--- config.mk ---
export PLATFORM = sky130hd
export DESIGN_NAME = mpbs_ram
export DESIGN_NICKNAME = d
export VERILOG_FILES = /design/src/magnetic_pendulum_basin_solver_core_macros.svh /design/src/mpbs_ram.sv
export SDC_FILE = /design/constraint.sdc
export NUM_CORES = 1
export LEC_CHECK = 0
export BUFFER_PORTS_ARGS = -buffer_cell sky130_fd_sc_hd__clkbuf_2
export CAP_MARGIN = 15
export CORE_MARGIN = 4
export CORE_UTILIZATION = 35
export DETAILED_ROUTE_END_ITERATION = 10
export SYNTH_ARGS = -nofsm -noshare
export SYNTH_HDL_FRONTEND = slang
export SYNTH_SLANG_ARGS = --single-unit
--- constraint.sdc ---
create_clock -name clock -period 9.5 [get_ports clock]
set_input_delay 0.95 -clock clock [delete_from_list [all_inputs] [get_ports clock]]
set_output_delay 0.95 -clock clock [all_outputs]
set_load 0.005 [all_outputs]
--- src/magnetic_pendulum_basin_solver_core_macros.svh ---
// assertion helpers for the pendulum basin solver
`ifndef MAGNETIC_PENDULUM_BASIN_SOLVER_CORE_MACROS_SVH
`define MAGNETIC_PENDULUM_BASIN_SOLVER_CORE_MACROS_SVH
`ifndef SYNTH
`define MPBS_ASSERT(lbl, clk, rst, prop, msg) \
   lbl: assert property (@(posedge clk) disable iff (rst) prop) else $error(msg);
`define MPBS_ASSERT_ALWAYS(lbl, clk, prop, msg) \
   lbl: assert property (@(posedge clk) prop) else $error(msg);
`else
`define MPBS_ASSERT(lbl, clk, rst, prop, msg)
`define MPBS_ASSERT_ALWAYS(lbl, clk, prop, msg)
`endif
`endif

--- src/mpbs_ram.sv ---
`timescale 1ns / 1ps
module mpbs_ram #(
   parameter int WIDTH = 96,
   parameter int DEPTH = 8
) (
   input  logic                     clock,
   input  logic                     wr_en,
   input  logic [$clog2(DEPTH)-1:0] wr_addr,
   input  logic [WIDTH-1:0]         wr_data,
   input  logic [$clog2(DEPTH)-1:0] rd_addr,
   output logic [WIDTH-1:0]         rd_data
);

   logic [WIDTH-1:0] mem [DEPTH];

   always_ff @(posedge clock) begin
      if (wr_en) begin
         mem[wr_addr] <= wr_data;
      end
      rd_data <= mem[rd_addr];
   end

endmodule

-- After elaboration in Yosys (flattened, before gate mapping)
Memory sizes are Yosys's and may differ from the RTL's. A register that Yosys moved wholly into a read port is not among the register bits.
Cells that the tools add are included.
- register bits: 0
- RAM bits: 768
- output and inout bits: 96
- logic and storage cells: 3
- memories kept: 1
- memories (name ; words ; width ; rd ports ; clocked after Yosys merged registers in ; write ports ; line ; text):
    mem ; 8 ; 96 ; 1 ; 1 ; 1 ; mpbs_ram.sv:14 ; logic [WIDTH-1:0] mem [DEPTH];
- muxes and demuxes: 2
- operators with widths (cell ; count):
    1-bit two-way mux ; 2

-- Depth between registers and ports, before layout
- word-level depth: 2
- gate-level depth with buffers: 5
- mapped depth without buffers: 2

-- Worst setup path before layout
OpenSTA, ideal clock, no wires.
- path type: input port to flip-flop
- start: input port wr_addr[2]
- end: memory mem[0][0], enable pin
- setup time: 0.670 ns
- data arrival time: 7.624 ns
- required time: 8.830 ns
- slack: 1.206 ns
- stages on the path: 2
- cell sequence: nand2b_1 nor3_1
- RTL lines (element ; line ; text):
    from (decl) ; mpbs_ram.sv:8 ; input logic [$clog2(DEPTH)-1:0] wr_addr,
    to (decl) ; mpbs_ram.sv:14 ;
Straight into the memory's write port.

-- Worst setup path in the final report
- start: input port wr_addr[2]
- end: memory mem[0][60], enable pin
Straight into the memory's write port.

==> impl_metrics.py <==
metrics = {
    "clock_tree": {
        "clock_sink_count": 864,
        "cts_post_setup_buffers_inserted": 0,
        "clk_transition_reported_paths_ns": 0.06,
        "tritoncts": "yes",
        "cts_resized": 0,
        "cts-root-buf": "sky130_fd_sc_hd__clkbuf_16",
        "hold_buffers": 0,
        "number_of_buffers_inserted_during_clock_tree_synthesis": 92,
        "cts.htree.levels": 3,
        "ctsLongestPathBuffers": 3,
        "clk_latency_ns": 0.62,
    },
    "sta": {
        "finalSetupTns_ns": 0,
        "hold_violations": 0,
        "final_setup_skew_ns": 0.0153,
        "finalMaxSlewViolations": 0,
        "max-slew-margin-rel_pct": 32.9,
        "period_minus_slack_ns": 2.93,
        "fin_crit_sh_pct": 30.8,
        "max_freq_mhz": 341,
        "unrepaired_setup_endpoints_after_global_routing": "false",
        "tightest_slew_ns": 1.01,
        "setup_viol": 0,
    },
    "yosys": {
        "post_synth_cell_types": 12,
        "mappedNetlistArea_sq_mm": 0.0308,
        "syn-instance-count": 1219,
        "synth_nets": 1323,
        "syn_avg_cell_area_sq_um": 25.3,
        "synth.area.top_cells": "sky130_fd_sc_hd__edfxtp_1 75%, sky130_fd_sc_hd__mux4_2 14%, sky130_fd_sc_hd__dfxtp_1 6.2%",
        "yosysTopAreaCell": "sky130_fd_sc_hd__edfxtp_1",
        "ys.warnings.count": 0,
        "synth_sequential_area_ratio_pct": 81.1,
        "synth_largest_type_area_fraction_pct": 74.9,
        "count_of_state_elements_after_synthesis": 864,
    },
    "pwr": {
        "seq_power_share_pct": 52.4,
        "power.static_leakage_nw": 11.9,
        "share_clk_of_total_power_pct": 42.9,
        "ir_worst_vdd_mv": 0.166,
        "switching_share_of_power_pct": 19.8,
        "total_switching_power_mw": 1.64,
        "combinationalPowerShare_pct": 4.7,
        "internal_power_mw": 6.64,
        "power-per-cell-area_mw_per_mm2": 228,
    },
    "global_routing": {
        "grt.total_usage_pct": 13.2,
        "number_of_global_route_vias_before_repair": 14216,
        "number_of_antenna_violations_at_the_first_check_in_global_routing": 6,
        "total_gr_overflow": 0,
        "grt_start_max_net_pins": 101,
        "grt_first_pass_wirelength_microns": 92000,
    },
    "detailed_routing": {
        "drtAntennaViolNets": 0,
        "avgRoutedWirePerCell_microns": 22.6,
        "first_iter_violations": 716,
        "number_of_vias_after_detailed_routing": 13156,
        "wirelength_routed_microns": 61300,
        "drt_pre_antenna_iters": 7,
        "vias_per_cell": 4.85,
        "post-route-drc-count": 0,
    },
    "final_layout": {
        "finalCoreUtilization_pct": 41.7,
        "area.growth.synth_to_final_pct": 17.7,
        "most-common-layout-cells": "768 x sky130_fd_sc_hd__edfxtp_1, 196 x sky130_fd_sc_hd__clkbuf_2, 192 x sky130_fd_sc_hd__mux4_2",
        "layout-drive-gt1-share_pct": 42.1,
        "num-fill-cells": 7571,
        "mostFrequentLayoutCell": "sky130_fd_sc_hd__edfxtp_1",
        "layout.nets": 1581,
    },
    "die": {
        "core.rowCount": 108,
        "core_area_sq_mm": 0.0870,
        "width_of_the_chip_microns": 305,
        "io_pins": 200,
        "start_util_pct": 35.4,
        "floorplan.die.height_microns": 305,
        "floorplan.die_area_sq_mm": 0.0928,
    },
    "worst_setup_path": {
        "cp_num_buf_inv": 3,
        "worst-endpoint-arrival_ns": 3.16,
        "path_cells": "clkbuf_2 -> nand2b_1 -> nor3_2 -> buf_4 -> buf_4",
        "endpoint_kind": "register",
        "crit_path_max_fanout": 49,
        "maximum_cell_stage_delay_along_the_critical_path_ns": 0.84,
        "cpMostUsedCell": "sky130_fd_sc_hd__buf_4",
        "critical_path_class": "in -> reg",
        "critPathLaunchType": "input port",
        "slowest_stage": "sky130_fd_sc_hd__buf_4",
        "cp_data_required_time_ns": 9.73,
        "critical-path-top-delay-family": "buffers and inverters",
    },
    "place": {
        "post-dp-hpwl_microns": 31000,
        "gp_congestion": 0.662,
        "port_buffers": 199,
    },
    "job": {
        "timing.max_cap.violations": 0,
    },
    "hold_path": {
        "holdCritPathClass": "in -> reg",
    },
    "run_status": {
        "outcome": "finished clean",
    },
}
## final cells by class
type	count	area, sq um	area share, %
Antenna cell	5	12.5	0.0345
Clock buffer	129	2640	7.27
Clock inverter	42	452	1.25
Multi-Input combinational cell	301	5520	15.2
Sequential cell	864	25000	68.9
Tap cell	1155	1450	3.99
Timing Repair Buffer	218	1200	3.31
## power by group through the flow
stage                     clock [mW]  sequential, mW  combinational [mW]
final                           3.55            4.34               0.388
after global routing            3.84            4.35               0.426
after global placement             0            4.41               0.392
after detailed placement           0            4.42               0.401
after CTS                       3.67            4.34               0.402
after floorplan                    0            4.42               0.225
## worst register-to-register path: stages (launching register included)
cell and delay (ns):
sky130_fd_sc_hd__edfxtp_1 0.39, sky130_fd_sc_hd__mux4_2 0.47, sky130_fd_sc_hd__mux2_2 0.28
## sequential cells by signal, summed over array words and instances (netlist names)
| register | flops |
|---|---|
| mem | 768 |
| rd_data | 96 |
## layer usage
metal	global-route usage [%]	part of all wire, %	vias up
met2	21.0	48	336
met1	17.9	44	7028
met3	3.54	6.4	94
li1	-	-	5696
met4	3.75	1.9	2
met5	0	0.033	-
## cell families (layout without fill, tap and decap cells)
| family | Yosys count | in the layout | share of synthesized area [%] |
|---|---|---|---|
| flops | 864 | 864 | 81.1 |
| mux | 288 | 288 | 17.5 |
| buf+inv | 54 | 389 | 1.16 |
| simple gates | 13 | 13 | 0.191 |
| other cells | 0 | 5 | 0 |
## path summary, 6_finish.rpt
| check | startpoint | to | slack [ns] | depth (start not counted) |
|---|---|---|---|---|
| setup reg to reg | mem[5][78] | rd_data[78] | 8.25 | 2 |
| hold / removal | wr_data[47] | mem[4][47] | 0.61 | 1 |
| setup / recovery | wr_addr[2] | mem[0][60] | 6.57 | 5 |
| hold reg to reg | mem[4][56] | rd_data[56] | 0.68 | 2 |
## cells in the mapped netlist (all sizes together)
| cell | count |
|---|---|
| dfxtp | 96 |
| nand2 | 2 |
| edfxtp | 768 |
| nand2b | 3 |
| clkbuf | 20 |
| nor3 | 2 |
| mux2 | 96 |
| nor2 | 6 |
| mux4 | 192 |
| buf | 34 |
## metrics by stage
step,power [mW],cell area [sq um],instances,hold slack (ns),setup WS (ns)
2_1_floorplan,4.64,30800,1219,0.657,1.21
3_3_place_gp,4.80,33100,2538,0.663,5.85
3_5_place_dp,4.82,33100,2538,0.670,5.86
4_1_cts,8.41,36200,2709,0.541,6.53
5_1_grt,8.61,36200,2709,0.569,6.45
6_report,8.28,36200,2714,0.606,6.57
Power figures use the tool's default switching activity.
