[src/magnetic_pendulum_basin_solver_core_macros.svh]
// assertion helpers for the pendulum basin solver
`ifndef MAGNETIC_PENDULUM_BASIN_SOLVER_CORE_MACROS_SVH
`define MAGNETIC_PENDULUM_BASIN_SOLVER_CORE_MACROS_SVH
`ifndef SYNTH
`define MPBS_ASSERT(lbl, clk, rst, prop, msg) \
   lbl: assert property (@(posedge clk) disable iff (rst) prop) else $error(msg);
`define MPBS_ASSERT_ALWAYS(lbl, clk, prop, msg) \
   lbl: assert property (@(posedge clk) prop) else $error(msg);
`else
`define MPBS_ASSERT(lbl, clk, rst, prop, msg)
`define MPBS_ASSERT_ALWAYS(lbl, clk, prop, msg)
`endif
`endif

[src/mpbs_pkg.sv]
`timescale 1ns / 1ps
package mpbs_pkg;

   localparam int MAX_MAGNETS = 8;
   localparam int SLOT_BITS   = 3;
   localparam int COUNT_BITS  = 4;
   localparam int WORD_BITS   = 48;
   localparam int REG_BITS    = 47;
   localparam int FRAC_BITS   = 32;
   localparam int STEP_BITS   = 17;
   localparam int LIMIT_BITS  = 16;
   localparam int CSR_BITS    = 3;
   localparam int CNT_BITS    = 7;
   localparam int MUL_LAST    = 4;
   localparam int DIV_STEPS   = REG_BITS + FRAC_BITS + 1;
   localparam int SQRT_STEPS  = 64;

   localparam logic [63:0] MAG_CAP = 64'h4000_0000_0000_0000;
   localparam logic [63:0] Q_MAX   = 64'h0000_7FFF_FFFF_FFFF;
   localparam logic [63:0] Q_MIN_MAG = 64'h0000_8000_0000_0000;

   localparam logic FUNC_LOAD = 1'b0;
   localparam logic FUNC_RUN  = 1'b1;

   typedef enum logic [1:0] {
      OP_MUL  = 2'd0,
      OP_DIV  = 2'd1,
      OP_SQRT = 2'd2
   } arith_op_type;

   typedef enum logic [CSR_BITS-1:0] {
      REG_DAMPING   = 3'd0,
      REG_SPRING    = 3'd1,
      REG_STEP_SIZE = 3'd2,
      REG_STRENGTH  = 3'd3,
      REG_COUNT     = 3'd4,
      REG_MAX_STEPS = 3'd5,
      REG_RADIUS    = 3'd6,
      REG_HEIGHT    = 3'd7
   } csr_index_type;

   typedef struct packed {
      logic                        func;
      logic [SLOT_BITS-1:0]        magnet_slot;
      logic signed [WORD_BITS-1:0] x_coord;
      logic signed [WORD_BITS-1:0] y_coord;
   } req_type;

   typedef struct packed {
      logic [COUNT_BITS-1:0]       captured_magnet;
      logic [STEP_BITS-1:0]        steps_taken;
      logic signed [WORD_BITS-1:0] final_x;
      logic signed [WORD_BITS-1:0] final_y;
   } rsp_type;

   typedef struct packed {
      logic         start;
      arith_op_type op;
      logic [127:0] opd_a;
      logic [63:0]  opd_b;
   } arith_req_type;

   typedef struct packed {
      logic         busy;
      logic         done;
      logic [127:0] value;
   } arith_rsp_type;

   // product rounded half up to the fraction point, capped
   function automatic logic [63:0] round_q(input logic [127:0] p);
      logic [127:0] s;
      logic [63:0]  r;
      s = p + (128'd1 << (FRAC_BITS - 1));
      r = s[FRAC_BITS +: 64];
      if ((s >> (FRAC_BITS + 64)) != '0 || r > MAG_CAP) begin
         return MAG_CAP;
      end
      return r;
   endfunction

   // sign and magnitude back to a saturated word
   function automatic logic signed [WORD_BITS-1:0] sat_word(input logic neg,
                                                            input logic [63:0] m);
      logic [63:0] v;
      v = ~m + 64'd1;
      if (!neg) begin
         if (m > Q_MAX) return Q_MAX[WORD_BITS-1:0];
         return m[WORD_BITS-1:0];
      end
      if (m > Q_MIN_MAG) return Q_MIN_MAG[WORD_BITS-1:0];
      return v[WORD_BITS-1:0];
   endfunction

   function automatic logic signed [WORD_BITS-1:0] add_sat(
         input logic signed [WORD_BITS-1:0] a,
         input logic signed [WORD_BITS-1:0] b,
         input logic sub);
      logic [WORD_BITS:0] s;
      if (sub) s = {a[WORD_BITS-1], a} - {b[WORD_BITS-1], b};
      else     s = {a[WORD_BITS-1], a} + {b[WORD_BITS-1], b};
      if (s[WORD_BITS] != s[WORD_BITS-1]) begin
         return s[WORD_BITS] ? Q_MIN_MAG[WORD_BITS-1:0] : Q_MAX[WORD_BITS-1:0];
      end
      return s[WORD_BITS-1:0];
   endfunction

   function automatic logic [63:0] mag_of(input logic signed [WORD_BITS:0] a);
      logic [WORD_BITS:0] m;
      m = a[WORD_BITS] ? (~a + 1'b1) : a;
      return 64'(m);
   endfunction

endpackage

[src/mpbs_arith.sv]
`timescale 1ns / 1ps
module mpbs_arith import mpbs_pkg::*; (
   input  logic          clock,
   input  logic          reset,
   input  arith_req_type arith_req,
   output arith_rsp_type arith_rsp
);

   arith_op_type        op_ff;
   logic                busy_ff;
   logic                done_ff;
   logic [CNT_BITS-1:0] cnt_ff;
   logic [127:0]        opa_ff;
   logic [63:0]         opb_ff;
   logic [127:0]        acc_ff;
   logic [63:0]         pp_ff;
   logic [1:0]          sh_ff;
   logic [65:0]         rem_ff;
   logic [63:0]         res_ff;

   logic          last;
   logic [31:0]   a_half, b_half;
   logic [63:0]   prod;
   logic [127:0]  pp_shift;
   logic [65:0]   div_rem_sh, div_rem_nx;
   logic          div_ge;
   logic [64:0]   q_sh;
   logic [63:0]   q_nx;
   logic [65:0]   sq_rem_sh, sq_trial, sq_rem_nx;
   logic          sq_ge;

   always_comb begin
      unique case (op_ff)
         OP_MUL:  last = (cnt_ff == CNT_BITS'(MUL_LAST));
         OP_DIV:  last = (cnt_ff == CNT_BITS'(DIV_STEPS - 1));
         OP_SQRT: last = (cnt_ff == CNT_BITS'(SQRT_STEPS - 1));
         default: last = 1'b1;
      endcase
   end

   // 64x64 product from four 32x32 partial products
   assign a_half = cnt_ff[1] ? opa_ff[63:32] : opa_ff[31:0];
   assign b_half = cnt_ff[0] ? opb_ff[63:32] : opb_ff[31:0];
   assign prod   = a_half * b_half;

   always_comb begin
      unique case (sh_ff)
         2'd0:    pp_shift = {64'd0, pp_ff};
         2'd1:    pp_shift = {32'd0, pp_ff, 32'd0};
         default: pp_shift = {pp_ff, 64'd0};
      endcase
   end

   // restoring divide, one quotient bit a cycle
   assign div_rem_sh = {rem_ff[64:0], opa_ff[DIV_STEPS-1]};
   assign div_ge     = div_rem_sh >= {2'b00, opb_ff};
   assign div_rem_nx = div_ge ? div_rem_sh - {2'b00, opb_ff} : div_rem_sh;
   assign q_sh       = {res_ff, div_ge};
   assign q_nx       = (q_sh > {1'b0, MAG_CAP}) ? MAG_CAP : q_sh[63:0];

   // digit-by-digit square root, one root bit a cycle
   assign sq_rem_sh = {rem_ff[63:0], opa_ff[127:126]};
   assign sq_trial  = {res_ff, 2'b01};
   assign sq_ge     = sq_rem_sh >= sq_trial;
   assign sq_rem_nx = sq_ge ? sq_rem_sh - sq_trial : sq_rem_sh;

   always_ff @(posedge clock) begin
      if (reset) begin
         busy_ff <= 1'b0;
         done_ff <= 1'b0;
         cnt_ff  <= '0;
      end else begin
         done_ff <= busy_ff && last;
         if (arith_req.start) begin
            busy_ff <= 1'b1;
            cnt_ff  <= '0;
         end else if (busy_ff) begin
            if (last) busy_ff <= 1'b0;
            cnt_ff <= cnt_ff + 1'b1;
         end
      end
   end

   always_ff @(posedge clock) begin
      if (arith_req.start) begin
         op_ff  <= arith_req.op;
         opa_ff <= arith_req.opd_a;
         opb_ff <= arith_req.opd_b;
         acc_ff <= '0;
         pp_ff  <= '0;
         sh_ff  <= '0;
         rem_ff <= '0;
         res_ff <= '0;
      end else if (busy_ff) begin
         unique case (op_ff)
            OP_MUL: begin
               pp_ff  <= prod;
               sh_ff  <= {1'b0, cnt_ff[0]} + {1'b0, cnt_ff[1]};
               acc_ff <= acc_ff + pp_shift;
            end
            OP_DIV: begin
               opa_ff <= opa_ff << 1;
               rem_ff <= div_rem_nx;
               res_ff <= q_nx;
            end
            OP_SQRT: begin
               opa_ff <= opa_ff << 2;
               rem_ff <= sq_rem_nx;
               res_ff <= sq_ge ? {res_ff[62:0], 1'b1} : {res_ff[62:0], 1'b0};
            end
            default: begin
               res_ff <= res_ff;
            end
         endcase
      end
   end

   assign arith_rsp.busy  = busy_ff;
   assign arith_rsp.done  = done_ff;
   assign arith_rsp.value = (op_ff == OP_MUL) ? acc_ff : {64'd0, res_ff};

endmodule
[config.mk]
export PLATFORM = sky130hd
export DESIGN_NAME = mpbs_arith
export DESIGN_NICKNAME = d
export VERILOG_FILES = /design/src/magnetic_pendulum_basin_solver_core_macros.svh /design/src/mpbs_pkg.sv /design/src/mpbs_arith.sv
export SDC_FILE = /design/constraint.sdc
export NUM_CORES = 2
export LEC_CHECK = 0
export BUFFER_PORTS_ARGS = -buffer_cell sky130_fd_sc_hd__buf_2
export CAP_MARGIN = 20
export CORE_MARGIN = 3
export CORE_UTILIZATION = 55
export CTS_CLUSTER_SIZE = 10
export DETAILED_ROUTE_END_ITERATION = 10
export PLACE_DENSITY = 0.72
export SYNTH_ARGS = -nofsm -noshare
export SYNTH_HDL_FRONTEND = slang
export SYNTH_SLANG_ARGS = --single-unit
[constraint.sdc]
create_clock -name clock -period 15.27 [get_ports clock]
set_clock_uncertainty 0.15 [all_clocks]
set_input_delay 1.527 -clock clock [delete_from_list [all_inputs] [get_ports clock]]
set_output_delay 1.527 -clock clock [all_outputs]
set_load 0.02 [all_outputs]
[Word level (Yosys, flattened, before mapping)]
Index checks and enable logic that the tools add are counted.
Widths: inputs -> output; s select.
Operators by class
  multipliers: 1
  muxes and demuxes: 17
  eq/ne operators: 6
  order comparisons: 3
  reductions and logical operators: 10
  add/sub/neg operators: 5
Operators with widths (number)
  $pmux 128 s2: 2
  $mux 128: 3
  $mux 65: 2
  $pmux 65 s2: 1
  $add 128x128->128: 1
  $pmux 64 s2: 1
  $ge 66x64->1: 1
  $ge 66x66->1: 1
  $gt 65x63->1 const B: 1
  $sub 65x64->65: 1
  $sub 65x65->65: 1
  $mul 32x32->64: 1
  $mux 32: 2
  $mux 64: 1
  $add 7x1->7 const B: 1
  $eq 7x3->1 const B: 1
  $eq 7x6->1 const B: 1
  $eq 7x7->1 const B: 1
  $reduce_and 2->1: 3
  $eq 2x1->1 const B: 2
  $logic_not 2->1: 2
  $mux 1: 4
  $reduce_bool 2->1: 2
  $pmux 1 s3: 1
  5 further kinds: 5
Word-level totals
  flip-flop bits (word level): 526
  output and inout port bits: 130
  word-level logic and storage cells: 53
  input port bits: 197

[Longest topological paths before layout]
  depth in word-level cells: 5
  depth in mapped cells: 35

[Worst setup path before layout]
OpenSTA, ideal clock, no wires.
  path type: reg2reg
  start: reg cnt_ff[1]
  end: reg pp_ff[63]
  data arrival time: 8801 ps
  cell stages (with the launch flop): 33
  setup slack: 6194 ps
  path buffers: 5
  period minus slack after synthesis: 9076 ps
  required time: 14996 ps
  cell sequence: dfxtp_1 clkbuf_1 buf_1 clkbuf_1 mux2i_1 clkbuf_1 nor2_1 fa_1 inv_1 fa_1 fa_1 fa_1 inv_1 fa_1 inv_1 fa_1 inv_1 fa_1 fa_1 ha_1 clkbuf_1 a21o_1 a21o_1 a21oi_1 o21ai_0 a31oi_1 o21ai_1 a2111o_1 a221oi_2 o21ai_1 a31o_1 xnor2_1 o21ai_1
Between the ends
  longest elaborated chain between the ends: 2
Ends and longest elaborated chain
  start: declaration: RTL line mpbs_arith.sv:12  | logic [CNT_BITS-1:0] cnt_ff;
  start signal: assignment: RTL line mpbs_arith.sv:79  | cnt_ff <= cnt_ff + 1'b1;
  $mux 32: RTL line mpbs_arith.sv:42  | assign a_half = cnt_ff[1] ? opa_ff[63:32] : opa_ff[31:0];
  $mul 32x32->64: RTL line mpbs_arith.sv:44  | assign prod = a_half * b_half;
  end signal: assignment: RTL line mpbs_arith.sv:97  | pp_ff <= prod;
  end: declaration: RTL line mpbs_arith.sv:16  | logic [63:0] pp_ff;
No other way between the ends.
A chain may end at the register's enable or synchronous reset.

[Worst setup path after layout]
  start: reg cnt_ff[1]
  end: reg pp_ff[46]
Same word-level chain as after synthesis.

==> qor.yml <==
run_status:
  status: "finished clean"
worst_setup_path:
  critPathMostFrequentCell: "fa_1"
  crit_arrival_ns: 10.52
  critPathCaptureType: "flip-flop"
  r2r_setup_slack_ns: 5.12
  start_kind: "flip-flop"
  rr_startpoint: "cnt_ff[1]$_SDFFE_PP0P_"
  max_stage_delay_ns: 1.03
  reg2reg_to: "pp_ff[46]$_SDFFE_PP0P_"
  worstSetupPathType: "flip-flop to flip-flop"
  cp_max_fo: 63
  cp.required_ns: 15.64
  slowest_stage: "mux2i_4"
  reg2reg_depth: 28
timing:
  hold_viol: 0
  finalCriticalPeriod_ns: 10.15
  min_period_over_period_pct: 66.45
  max_freq_ghz: 0.09855
  maxSlewViolCount: 0
  rsz0062_at_grt: "no"
  tightest_slew_ns: 1.211
  tns_ns: 0
  slew_headroom_pct: 19.29
  finalSetupViolations: 0
route:
  routed_wl_mm: 264.7
  drt_iter0_drc: 6944
  wl_met1_mm: 102.1
  dr.pass1.iters: 6
  met2RoutedLength_mm: 115.2
  wl_met3_mm: 29.66
  highest_layer: "met5"
  drc: 0
  viasPerCell: 6.200
  vias: 65597
  routedWlPerCell_um: 25.02
  antenna_left: 0
global_routing:
  grt_pass1_wl_mm: 398.8
  grt_pass1_vias: 65721
  globalRouteOverflowTotal: 0
  grtUsageTotal_pct: 38.62
  grt_max_degree: 149
  antenna_found_initial: 21
die:
  start_util_pct: 55.54
  coreArea_mm2: 0.1298
  rows: 132
  die_h_um: 368.1
  dieArea_mm2: 0.1355
  ioPinCount: 327
  die_x_um: 368.1
yosys:
  synth_nets: 10395
  ys.flop_type: "dfxtp_1"
  netlist.area_leader.share_pct: 24.93
  yosysWarnings: 0
  syn_inst: 8775
  synthTopCellsByArea: "fa_1, dfxtp_1, ha_1"
  synth-edff-count: 194
  ys_seq_area_share_pct: 17.30
  syn_area_per_cell_um2: 8.217
  synth-seq-cells: 526
  synth_cell_types: 95
  syn-cell-area_mm2: 0.07211
  synth_async_sr_flop_share_pct: 0
  synth_largest_area_cell: "fa_1"
min_path:
  hp-class: "flip-flop to flip-flop"
  hold_depth: 2
  min_delay_worst_endpoint: "acc_ff[121]$_SDFFE_PP0P_"
  hp-start: "acc_ff[121]$_SDFFE_PP0P_"
clock_tree:
  cts_hold_buf: 0
  clock_path_buffers: 3
  htreeDepth: 3
  post_cts_buffers: 0
  path_clk_slew_ns: 0.05
  clock_latency_ns: 0.69
  root_buffer: "clkbuf_16"
  cts_sinks: 526
  ctsResizeCount: 0
  cts_tree: "yes"
  cts_made_buffers: 68
layout:
  area_delta_synth_final_pct: 7.102
  nNetsFinal: 10406
  fin_util_pct: 59.49
  drive_above_1_share_pct: 7.698
placement:
  io_buffers: 326
  hpwlAfterDp_mm: 207.2
  globalplace.congestion: 1.020
run:
  cap_viol_max_count: 0
synth_stat cells, types with 85 or more instances:
cell type and count:
and2_1 155, edfxtp_1 194, fa_1 898, xnor2_1 174, nand2_1 1319, ha_1 525, a22o_1 98, dfxtp_1 332
a21oi_1 572, mux2i_1 211, o21ai_0 467, o211ai_1 98, nand3_1 85, nor2_1 867, clkbuf_1 409, xor2_1 117
a21o_1 182, inv_1 1085, nand4_1 106
area by class of cell:
class	instances	area (um^2)
fillers	11871	52590
repair buffers	440	2594
multi-input cells	6665	53790
clock inverters	19	212.7
clock buffers	86	1851
diodes	17	42.54
flip-flops and latches	526	12480
well taps	1742	2180
inverters	1085	4073
cell families after synthesis:
| group | Yosys count | synth area share, % |
|---|---|---|
| AO/OA/AOI/OAI | 1899 | 16.59 |
| XOR/XNOR | 291 | 3.535 |
| adder cells (fa/ha/maj) | 1423 | 34.04 |
| buffers and inverters | 1584 | 8.435 |
| flip-flops | 526 | 17.30 |
| multiplexers | 245 | 3.460 |
| AND/OR/NAND/NOR | 2807 | 16.64 |
layer usage:
| layer | up-vias | global-route usage [%] |
|---|---|---|
| met5 | - | 0 |
| met4 | 6 | 21.25 |
| met3 | 888 | 10.22 |
| met2 | 3759 | 59.28 |
| met1 | 31937 | 49.72 |
| li1 | 29007 | - |
how the worst max path moves through the flow:
stage / startpoint / end / slack [ns] / cells after the start
after floorplan: cnt_ff[1]$_SDFFE_PP0P_ / pp_ff[63]$_SDFFE_PP0P_ / 6.19 / 32
after global placement: cnt_ff[1]$_SDFFE_PP0P_ / pp_ff[63]$_SDFFE_PP0P_ / 5.39 / 28
after detailed placement: cnt_ff[1]$_SDFFE_PP0P_ / pp_ff[60]$_SDFFE_PP0P_ / 5.26 / 28
after CTS: cnt_ff[1]$_SDFFE_PP0P_ / pp_ff[60]$_SDFFE_PP0P_ / 5.25 / 28
after global routing: cnt_ff[1]$_SDFFE_PP0P_ / pp_ff[46]$_SDFFE_PP0P_ / 4.61 / 28
final: cnt_ff[1]$_SDFFE_PP0P_ / pp_ff[46]$_SDFFE_PP0P_ / 5.12 / 28
cells in the final DEF, fill, tap and decap left out, drive strengths merged, types with 11 or more instances in the layout:
| cell type | count |
|---|---|
| nand2 | 1319 |
| inv | 1091 |
| fa | 898 |
| nor2 | 868 |
| a21oi | 580 |
| ha | 525 |
| o21ai | 521 |
| buf | 440 |
| dfxtp | 332 |
| mux2i | 211 |
| edfxtp | 194 |
| a21o | 182 |
| xnor2 | 174 |
| and2 | 155 |
| xor2 | 117 |
| nand4 | 106 |
| o211ai | 99 |
| a22o | 98 |
| clkbuf | 86 |
| nand3 | 85 |
| o21bai | 72 |
| o21a | 62 |
| nor3 | 58 |
| a211oi | 42 |
| a31oi | 38 |
| and3 | 36 |
| nor2b | 35 |
| mux2 | 34 |
| nor4 | 32 |
| nand2b | 31 |
| o31ai | 30 |
| a21boi | 27 |
| or3 | 24 |
| or2 | 20 |
| diode | 17 |
| a221oi | 14 |
| a32o | 11 |
per-stage QoR:
step / hold WS (ns) / instance area [um^2] / setup slack [ns] / cells
floorplan: 0.2882 / 72110 / 6.194 / 8775
global placement: 0.3108 / 75000 / 5.387 / 10453
detailed placement: 0.3147 / 75010 / 5.258 / 10454
CTS: 0.3223 / 77070 / 5.248 / 10559
finish: 0.3227 / 77230 / 5.123 / 10580
global route: 0.3470 / 77200 / 4.606 / 10569
critical path: cells and delay by family (launching register included):
kind                     cells  cell delay (ns)
adder cells (fa/ha/maj)      9             4.45
multiplexers                 1             1.03
buffers and inverters        5             1.06
flip-flops                   1             0.45
AND/OR/NAND/NOR              6             1.17
AO/OA/AOI/OAI                6             1.47
XOR/XNOR                     1             0.14
sequential cells by signal, indices dropped and copies added, names as in the netlist:
signal and cells:
busy_ff 1, acc_ff 128, opa_ff 128, done_ff 1
cnt_ff 7, res_ff 64, pp_ff 64, opb_ff 64
op_ff 2, sh_ff 2, rem_ff 65
Power is not shown: default switching activity piles up to over one toggle a cycle in this logic, so the estimate is an artifact.
